[config.mk]
export PLATFORM = sky130hd
export DESIGN_NAME = scalar_kalman_filter
export DESIGN_NICKNAME = d
export VERILOG_FILES = /design/src/hdl/skf_pkg.sv /design/src/hdl/scalar_kalman_filter.sv /design/src/hdl/skf_ctrl.sv /design/src/hdl/skf_dp.sv
export SDC_FILE = /design/constraint.sdc
export NUM_CORES = 2
export LEC_CHECK = 0
export BUFFER_PORTS_ARGS = -buffer_cell sky130_fd_sc_hd__buf_2
export CORE_ASPECT_RATIO = 1.25
export CORE_UTILIZATION = 66
export CTS_CLUSTER_SIZE = 16
export DETAILED_ROUTE_END_ITERATION = 10
export PLACE_DENSITY = 0.84
export SYNTH_ARGS = -nofsm -noshare
export SYNTH_HDL_FRONTEND = slang
export SYNTH_HIERARCHICAL = 1
export SYNTH_SLANG_ARGS = --single-unit
[constraint.sdc]
create_clock -name clk -period 11.67 [get_ports clk]
set_input_delay 1.7505 -clock clk [delete_from_list [all_inputs] [get_ports clk]]
set_output_delay 1.7505 -clock clk [all_outputs]
set_load 0.02 [all_outputs]
[src/hdl/skf_pkg.sv]
// Shared types and constants of the scalar Kalman filter.
package skf_pkg;

  // Gain is unsigned Q0.16; the value one needs a seventeenth bit.
  localparam int GAIN_BITS = 16;
  localparam int GAIN_W    = 17;
  localparam logic [GAIN_W-1:0] GAIN_ONE = 17'h10000;

  // Restoring divider produces one quotient bit per step.
  localparam int DIV_STEPS = GAIN_W;
  localparam int DIV_CNT_W = 5;

  // Configuration register indexes.
  localparam int CFG_INDEX_W = 2;
  localparam logic [CFG_INDEX_W-1:0] REG_PROCESS_NOISE      = 2'd0;
  localparam logic [CFG_INDEX_W-1:0] REG_MEASUREMENT_NOISE  = 2'd1;
  localparam logic [CFG_INDEX_W-1:0] REG_INITIAL_ESTIMATE   = 2'd2;
  localparam logic [CFG_INDEX_W-1:0] REG_INITIAL_COVARIANCE = 2'd3;

  // Commands from the controller to the datapath.
  typedef struct packed {
    logic load;      // capture the sample, reload state on restart
    logic prep;      // predicted covariance p + q
    logic div_init;  // denominator check, divider and residual setup
    logic div_step;  // one quotient bit
    logic mul;       // both products
    logic upd;       // write back estimate and covariance
    logic out_load;  // move the result into the output register
  } dp_cmd_t;

  // Status from the datapath to the controller.
  typedef struct packed {
    logic den_zero;  // p + q + r is zero
    logic out_busy;  // output register holds a result not yet taken
  } dp_status_t;

endpackage

[src/hdl/scalar_kalman_filter.sv]
// Top level of the scalar Kalman filter: ports, configuration registers, units.
//
//   Channel  Direction  Carries
//   s_*      in         measurement (tdata), restart (tuser)
//   m_*      out        estimate, gain, covariance (tdata), error (tuser)
//   cfg_*    in         register writes, index 0..3
//
// A result passes the states prep, divider setup, the 17-step restoring divider
// for the gain, multiply, update and output; a zero p + q + r skips to output.
// One item is in work at a time; the next is taken once its result sits in the
// output register, so a stalled output holds off the input only while a second
// result is ready. Reset is synchronous and loads the register defaults and
// the initial estimate and covariance.
module scalar_kalman_filter #(
  parameter int DATA_WIDTH = 32,
  parameter int FRAC_BITS  = 16
) (
  input  logic                                   clk,
  input  logic                                   rst,
  // Input stream.
  input  logic                                   s_tvalid,
  output logic                                   s_tready,
  input  logic [((DATA_WIDTH+7)/8)*8-1:0]        s_tdata,  // measurement
  input  logic                                   s_tuser,  // restart
  // Output stream.
  output logic                                   m_tvalid,
  input  logic                                   m_tready,
  // estimate, gain, covariance
  output logic [((2*DATA_WIDTH+16+7)/8)*8-1:0]   m_tdata,
  output logic                                   m_tuser,  // error
  // Configuration write port.
  input  logic                                   cfg_we,
  input  logic [skf_pkg::CFG_INDEX_W-1:0]        cfg_index,
  input  logic [DATA_WIDTH-1:0]                  cfg_data
);

  localparam int DW = DATA_WIDTH;
  localparam int CW = DATA_WIDTH - 1;
  localparam int GW = skf_pkg::GAIN_W;
  localparam logic [CW-1:0] Q_RESET  = CW'(((64'd1 << FRAC_BITS) + 64'd5) / 64'd10);
  localparam logic [CW-1:0] R_RESET  = CW'(64'd2 << FRAC_BITS);
  localparam logic [CW-1:0] P0_RESET = CW'(64'd2 << FRAC_BITS);

  logic [CW-1:0]        process_noise;
  logic [CW-1:0]        measurement_noise;
  logic signed [DW-1:0] initial_estimate;
  logic [CW-1:0]        initial_covariance;

  skf_pkg::dp_cmd_t     cmd;
  skf_pkg::dp_status_t  status;

  logic signed [DW-1:0] out_estimate;
  logic [GW-1:0]        out_gain;
  logic [CW-1:0]        out_covariance;

  // Configuration registers.
  always_ff @(posedge clk) begin
    if (rst) begin
      process_noise      <= Q_RESET;
      measurement_noise  <= R_RESET;
      initial_estimate   <= '0;
      initial_covariance <= P0_RESET;
    end else if (cfg_we) begin
      case (cfg_index)
        skf_pkg::REG_PROCESS_NOISE:      process_noise      <= cfg_data[CW-1:0];
        skf_pkg::REG_MEASUREMENT_NOISE:  measurement_noise  <= cfg_data[CW-1:0];
        skf_pkg::REG_INITIAL_ESTIMATE:   initial_estimate   <= cfg_data;
        skf_pkg::REG_INITIAL_COVARIANCE: initial_covariance <= cfg_data[CW-1:0];
        default: begin
        end
      endcase
    end
  end

  skf_ctrl u_ctrl (
    .clk      (clk),
    .rst      (rst),
    .in_valid (s_tvalid),
    .in_ready (s_tready),
    .cmd      (cmd),
    .status   (status)
  );

  skf_dp #(
    .DATA_WIDTH (DATA_WIDTH),
    .COV_RESET  (P0_RESET)
  ) u_dp (
    .clk                (clk),
    .rst                (rst),
    .cmd                (cmd),
    .status             (status),
    .process_noise      (process_noise),
    .measurement_noise  (measurement_noise),
    .initial_estimate   (initial_estimate),
    .initial_covariance (initial_covariance),
    .measurement        (s_tdata[DW-1:0]),
    .restart            (s_tuser),
    .out_ready          (m_tready),
    .out_valid          (m_tvalid),
    .out_estimate       (out_estimate),
    .out_gain           (out_gain),
    .out_covariance     (out_covariance),
    .out_error          (m_tuser)
  );

  // Result packing, first field in the lowest bits.
  always_comb begin
    m_tdata                 = '0;
    m_tdata[DW-1:0]         = out_estimate;
    m_tdata[DW +: GW]       = out_gain;
    m_tdata[DW + GW +: CW]  = out_covariance;
  end

endmodule

[src/hdl/skf_ctrl.sv]
// Sequencing state machine of the scalar Kalman filter.
module skf_ctrl (
  input  logic                clk,
  input  logic                rst,
  input  logic                in_valid,
  output logic                in_ready,
  output skf_pkg::dp_cmd_t    cmd,
  input  skf_pkg::dp_status_t status
);

  typedef enum logic [2:0] {
    S_IDLE,
    S_PREP,
    S_DINIT,
    S_DIV,
    S_MUL,
    S_UPD,
    S_OUT
  } state_t;

  state_t                          state;
  logic [skf_pkg::DIV_CNT_W-1:0]   cnt;

  // State register and divider step counter.
  always_ff @(posedge clk) begin
    if (rst) begin
      state <= S_IDLE;
      cnt   <= '0;
    end else begin
      case (state)
        S_IDLE: begin
          if (in_valid) state <= S_PREP;
        end
        S_PREP: begin
          state <= S_DINIT;
        end
        S_DINIT: begin
          cnt <= '0;
          // A zero denominator skips the update entirely.
          if (status.den_zero) state <= S_OUT;
          else state <= S_DIV;
        end
        S_DIV: begin
          cnt <= cnt + 1'b1;
          if (cnt == skf_pkg::DIV_CNT_W'(skf_pkg::DIV_STEPS - 1)) state <= S_MUL;
        end
        S_MUL: begin
          state <= S_UPD;
        end
        S_UPD: begin
          state <= S_OUT;
        end
        S_OUT: begin
          if (!status.out_busy) state <= S_IDLE;
        end
        default: begin
          state <= S_IDLE;
        end
      endcase
    end
  end

  // Command decode.
  always_comb begin
    in_ready     = (state == S_IDLE);
    cmd          = '0;
    cmd.load     = (state == S_IDLE) && in_valid;
    cmd.prep     = (state == S_PREP);
    cmd.div_init = (state == S_DINIT);
    cmd.div_step = (state == S_DIV);
    cmd.mul      = (state == S_MUL);
    cmd.upd      = (state == S_UPD);
    cmd.out_load = (state == S_OUT) && !status.out_busy;
  end

endmodule

[src/hdl/skf_dp.sv]
// Arithmetic datapath of the scalar Kalman filter: state, divider, multipliers.
module skf_dp #(
  parameter int DATA_WIDTH = 32,
  parameter logic [DATA_WIDTH-2:0] COV_RESET = '0
) (
  input  logic                              clk,
  input  logic                              rst,
  input  skf_pkg::dp_cmd_t                  cmd,
  output skf_pkg::dp_status_t               status,
  input  logic [DATA_WIDTH-2:0]             process_noise,
  input  logic [DATA_WIDTH-2:0]             measurement_noise,
  input  logic signed [DATA_WIDTH-1:0]      initial_estimate,
  input  logic [DATA_WIDTH-2:0]             initial_covariance,
  input  logic signed [DATA_WIDTH-1:0]      measurement,
  input  logic                              restart,
  input  logic                              out_ready,
  output logic                              out_valid,
  output logic signed [DATA_WIDTH-1:0]      out_estimate,
  output logic [skf_pkg::GAIN_W-1:0]        out_gain,
  output logic [DATA_WIDTH-2:0]             out_covariance,
  output logic                              out_error
);

  localparam int DW  = DATA_WIDTH;
  localparam int CW  = DATA_WIDTH - 1;
  localparam int GW  = skf_pkg::GAIN_W;
  localparam int RW  = DATA_WIDTH + 1;
  localparam int PEW = RW + GW;
  localparam int PCW = CW + GW;
  localparam int XW  = PEW - skf_pkg::GAIN_BITS;

  logic signed [DW-1:0]  meas_r;
  logic signed [DW-1:0]  est_r;
  logic [CW-1:0]         cov_r;
  logic [CW-1:0]         p1_r;
  logic [DW-1:0]         den_r;
  logic [DW:0]           rem_r;
  logic [GW-1:0]         quo_r;
  logic signed [RW-1:0]  res_r;
  logic                  err_r;
  logic signed [PEW-1:0] prod_e_r;
  logic [PCW-1:0]        prod_c_r;

  logic [DW-1:0]         p1_sum;
  logic [CW-1:0]         p1_sat;
  logic [DW-1:0]         den_sum;
  logic                  ge;
  logic [DW:0]           rem_sub;
  logic signed [RW-1:0]  res;
  logic signed [GW:0]    gain_s;
  logic signed [PEW-1:0] res_ext;
  logic signed [PEW-1:0] gain_ext;
  logic [GW-1:0]         gain_comp;
  logic signed [XW-1:0]  delta;
  logic signed [XW-1:0]  x_sum;
  logic                  sat_hi;
  logic                  sat_lo;
  logic signed [DW-1:0]  est_next;

  // Predicted covariance saturates at the largest covariance value.
  always_comb begin
    p1_sum  = {1'b0, cov_r} + {1'b0, process_noise};
    p1_sat  = p1_sum[CW] ? '1 : p1_sum[CW-1:0];
    den_sum = {1'b0, p1_r} + {1'b0, measurement_noise};
  end

  // One restoring division step; the remainder stays below the divisor.
  always_comb begin
    ge      = (rem_r >= {1'b0, den_r});
    rem_sub = ge ? (rem_r - {1'b0, den_r}) : rem_r;
  end

  // Residual and multiplier operands.
  always_comb begin
    res       = $signed({meas_r[DW-1], meas_r}) - $signed({est_r[DW-1], est_r});
    gain_s    = $signed({1'b0, quo_r});
    res_ext   = PEW'(res_r);
    gain_ext  = PEW'(gain_s);
    gain_comp = skf_pkg::GAIN_ONE - quo_r;
  end

  // Estimate update with floor scaling and saturation to the signed range.
  always_comb begin
    delta    = prod_e_r[PEW-1:skf_pkg::GAIN_BITS];
    x_sum    = delta + XW'(est_r);
    sat_hi   = !x_sum[XW-1] && (x_sum[XW-2:DW-1] != '0);
    sat_lo   = x_sum[XW-1] && (x_sum[XW-2:DW-1] != '1);
    if (sat_hi) begin
      est_next = {1'b0, {(DW-1){1'b1}}};
    end else if (sat_lo) begin
      est_next = {1'b1, {(DW-1){1'b0}}};
    end else begin
      est_next = x_sum[DW-1:0];
    end
  end

  // Filter state: estimate and covariance.
  always_ff @(posedge clk) begin
    if (rst) begin
      est_r <= '0;
      cov_r <= COV_RESET;
    end else if (cmd.load) begin
      if (restart) begin
        est_r <= initial_estimate;
        cov_r <= initial_covariance;
      end
    end else if (cmd.upd) begin
      est_r <= est_next;
      cov_r <= prod_c_r[skf_pkg::GAIN_BITS +: CW];
    end
  end

  // Working registers of one step.
  always_ff @(posedge clk) begin
    if (cmd.load) meas_r <= measurement;
    if (cmd.prep) p1_r <= p1_sat;
    if (cmd.div_init) begin
      den_r <= den_sum;
      rem_r <= {2'b00, p1_r};
      quo_r <= '0;
      res_r <= res;
      err_r <= (den_sum == '0);
    end
    if (cmd.div_step) begin
      rem_r <= {rem_sub[DW-1:0], 1'b0};
      quo_r <= {quo_r[GW-2:0], ge};
    end
    if (cmd.mul) begin
      prod_e_r <= res_ext * gain_ext;
      prod_c_r <= PCW'(p1_r) * PCW'(gain_comp);
    end
  end

  // Output register; it holds a result until the consumer takes it.
  always_ff @(posedge clk) begin
    if (rst) begin
      out_valid <= 1'b0;
    end else if (cmd.out_load) begin
      out_valid <= 1'b1;
    end else if (out_ready) begin
      out_valid <= 1'b0;
    end
  end

  always_ff @(posedge clk) begin
    if (cmd.out_load) begin
      out_estimate   <= est_r;
      out_gain       <= quo_r;
      out_covariance <= cov_r;
      out_error      <= err_r;
    end
  end

  always_comb begin
    status.den_zero = (den_sum == '0);
    status.out_busy = out_valid && !out_ready;
  end

endmodule

==> metrics.cfg <==
[status]
outcome=complete, but fails checks
violations=design-rule violations

[layout]
final_cells=7719
area_delta_synth_final_pct=6.233
drive_above_1_share=0.06044
fin_nets=7902
fillCellCount=6541

[setup_path]
slowest_stage=a211oi_1
end_kind=flip-flop
crit_family=adder cells
start_kind=flip-flop
worst_ep_required_time_ns=12.06
crit_buf_inv=4
worstSetupPathType=flip-flop to flip-flop
cp_max_fo=10
critPathMaxStageDelay_ns=0.97
worst_ep_arrival_time_ns=10.41
cpMostUsedCell=fa_1
r2r_setup_slack_ns=1.66

[synthesis]
yosysTopAreaCellShare=0.3147
ys_top_cells_by_count=1250 x inv_1, 965 x fa_1, 916 x nand2_1
ys_seq_area_frac=0.2231
post-synth-top-count-cell=inv_1
synth_edf_count=324
synthCells=6482
synth_seq_cells=522
avgSynthCellArea_sq_um=9.471
synth_warnings=6
synth_nets=7911
yosysTopAreaCell=fa_1
synthArstFlopShare=0
synth_top_cells_by_area=fa_1 31%, edfxtp_1 16%, ha_1 8.0%
synth_ff_type=edfxtp_1
yosysUniqueCellTypes=85
netlist_area_sq_um=61390

[clocking]
clk_latency_ns=0.67
clock_path_buffers=3
cts_tree=done
clock-sinks=522
ctsHoldBuffers=0
cts_made_buffers=54
postCtsSetupBuffers=0
htree_levels=2
cts_resized=0
cts_root_buffer=clkbuf_16
clk_pin_slew_ns=0.07

[routing]
wirelength_microns=166700
num_vias=46170
ant_nets=0
wl_per_cell_microns=21.59
firstDrtPassIters=9
wl_met1_microns=60700
dr.max_layer_used=met5
routed-wl-met2_microns=79550
met3_wirelength_microns=16420
drtIter0Drc=3943
drc=8
via_per_inst=5.981

[sta]
tightest_slew_ns=1.303
skew_ns=0.07939
setup_viol_count_final=0
timing.final.crit_share=0.8579
post-route-min-period_ns=10.01
fmax_ghz=0.09988
maxSlewViolCount=0
setup_tns_ns=0
rsz0062_at_grt=no
slew_headroom=0.1311
timing_hold_violations_final=0

[floorplan]
core_area_sq_um=91850
fp.dieArea_sq_um=94250
die_x_microns=274.8
die_h_microns=343.0
start_util=0.6684
placementRows=124
ios=155

[global_route]
grt_max_degree=156
grt-ovfl-total=0
track_usage=0.3652
grt_antenna_before_repair=8
grt_pass1_vias=48560
grt_pass1_wl_microns=263200

[place]
dp_cells=7614
port_buffers=154
hpwl_microns=123800
gp_congestion=0.9672

[job]
cap_violations=0

[worst_hold_path]
hold_path.class=flip-flop to flip-flop

## stage by stage
| step | hold WS [ns] | worst slack [ns] | util | instance area (sq um) |
|---|---|---|---|---|
| 2_1_floorplan | 0.4003 | 3.242 | - | 61390 |
| 3_3_place_gp | 0.4607 | 2.346 | 0.6891 | 63290 |
| 3_5_place_dp | 0.4539 | 1.900 | 0.6891 | 63290 |
| 4_1_cts | 0.4695 | 1.829 | 0.7100 | 65210 |
| 5_1_grt | 0.4914 | 1.289 | 0.7100 | 65210 |
| 6_report | 0.4719 | 1.658 | 0.7100 | 65220 |
## routing by layer
| metal | vias to the layer above | global-route usage |
|---|---|---|
| met5 | - | 0 |
| met4 | 10 | 0.1906 |
| met3 | 616 | 0.07944 |
| met2 | 2330 | 0.5980 |
| met1 | 23020 | 0.4556 |
| li1 | 20190 | - |
## flip-flops by register name (all words and copies together), names as in the netlist, 3 cells and up
name	cells
process_noise	31
u_dp/cov_r	31
initial_estimate	32
initial_covariance	31
u_dp/out_covariance	31
u_dp/res_r	33
u_dp/meas_r	32
u_dp/p1_r	31
u_ctrl/cnt	5
u_dp/quo_r	17
u_dp/out_gain	17
u_dp/prod_c_r	31
u_dp/den_r	32
u_dp/prod_e_r	34
u_dp/out_estimate	32
u_dp/est_r	32
measurement_noise	31
u_dp/rem_r	33
u_ctrl/state	3
## cells by family (layout without fill, tap and decap cells)
| logic type | after synthesis | after routing | share of synthesized area |
|---|---|---|---|
| compound gates | 761 | 761 | 0.07900 |
| xor+xnor | 222 | 222 | 0.03167 |
| fa+ha+maj | 1357 | 1357 | 0.3946 |
| buf+inv | 1560 | 1597 | 0.09653 |
| flops | 522 | 522 | 0.2231 |
| mux | 170 | 170 | 0.02776 |
| other cells | 0 | 3 | 0 |
| simple gates | 1890 | 1890 | 0.1474 |
## worst register-to-register path, delay by kind of cell (launching register included)
kind            cells  cell delay (ns)
simple gates        7             1.78
compound gates      9             3.33
xor+xnor            2             0.61
fa+ha+maj           8             3.40
buf+inv             4             0.25
flops               1             0.43
## worst paths after layout
kind / startpoint / end / cells past startpoint
min: u_dp/cov_r[2] / u_dp/out_covariance[2] / 0
max: u_dp/quo_r[1] / u_dp/prod_c_r[35] / 30
min reg2reg: u_dp/cov_r[2] / u_dp/out_covariance[2] / 0
max reg2reg: u_dp/quo_r[1] / u_dp/prod_c_r[35] / 30
## area by class of cell
class                   count  area, sq um  area share
multi-input cells        4400        41950      0.6432
flip-flops and latches    522        13690      0.2100
inverters                1250         4692     0.07195
clock buffers              69         1521     0.02333
well taps                1197         1498     0.02297
repair buffers            245         1460     0.02239
clock inverters            33        394.1    0.006044
diodes                      3        7.507   0.0001151
## cell usage in the layout, fill, tap and decap left out, types with 9 or more instances in the layout
cell type,count
and3_1,18
nand2b_1,187
edfxtp_1,324
o21ai_0,98
nand3_1,47
buf_4,91
xnor2_2,9
a21o_1,82
a21boi_0,10
o21a_1,28
inv_1,1249
nor2_1,189
xnor2_1,140
a211o_1,9
or3_1,14
ha_1,392
nor3_1,40
clkbuf_16,57
a31oi_1,24
dfxtp_1,198
fa_1,965
nand2_1,915
nor2b_1,26
o211ai_1,16
a211oi_1,61
a21oi_1,292
buf_2,153
o21bai_1,28
and2_1,374
mux2i_1,168
xor2_1,67
nand4_1,21
o31ai_1,32
Power is not shown: default switching activity piles up to over one toggle a cycle in this logic, so the estimate is an artifact.
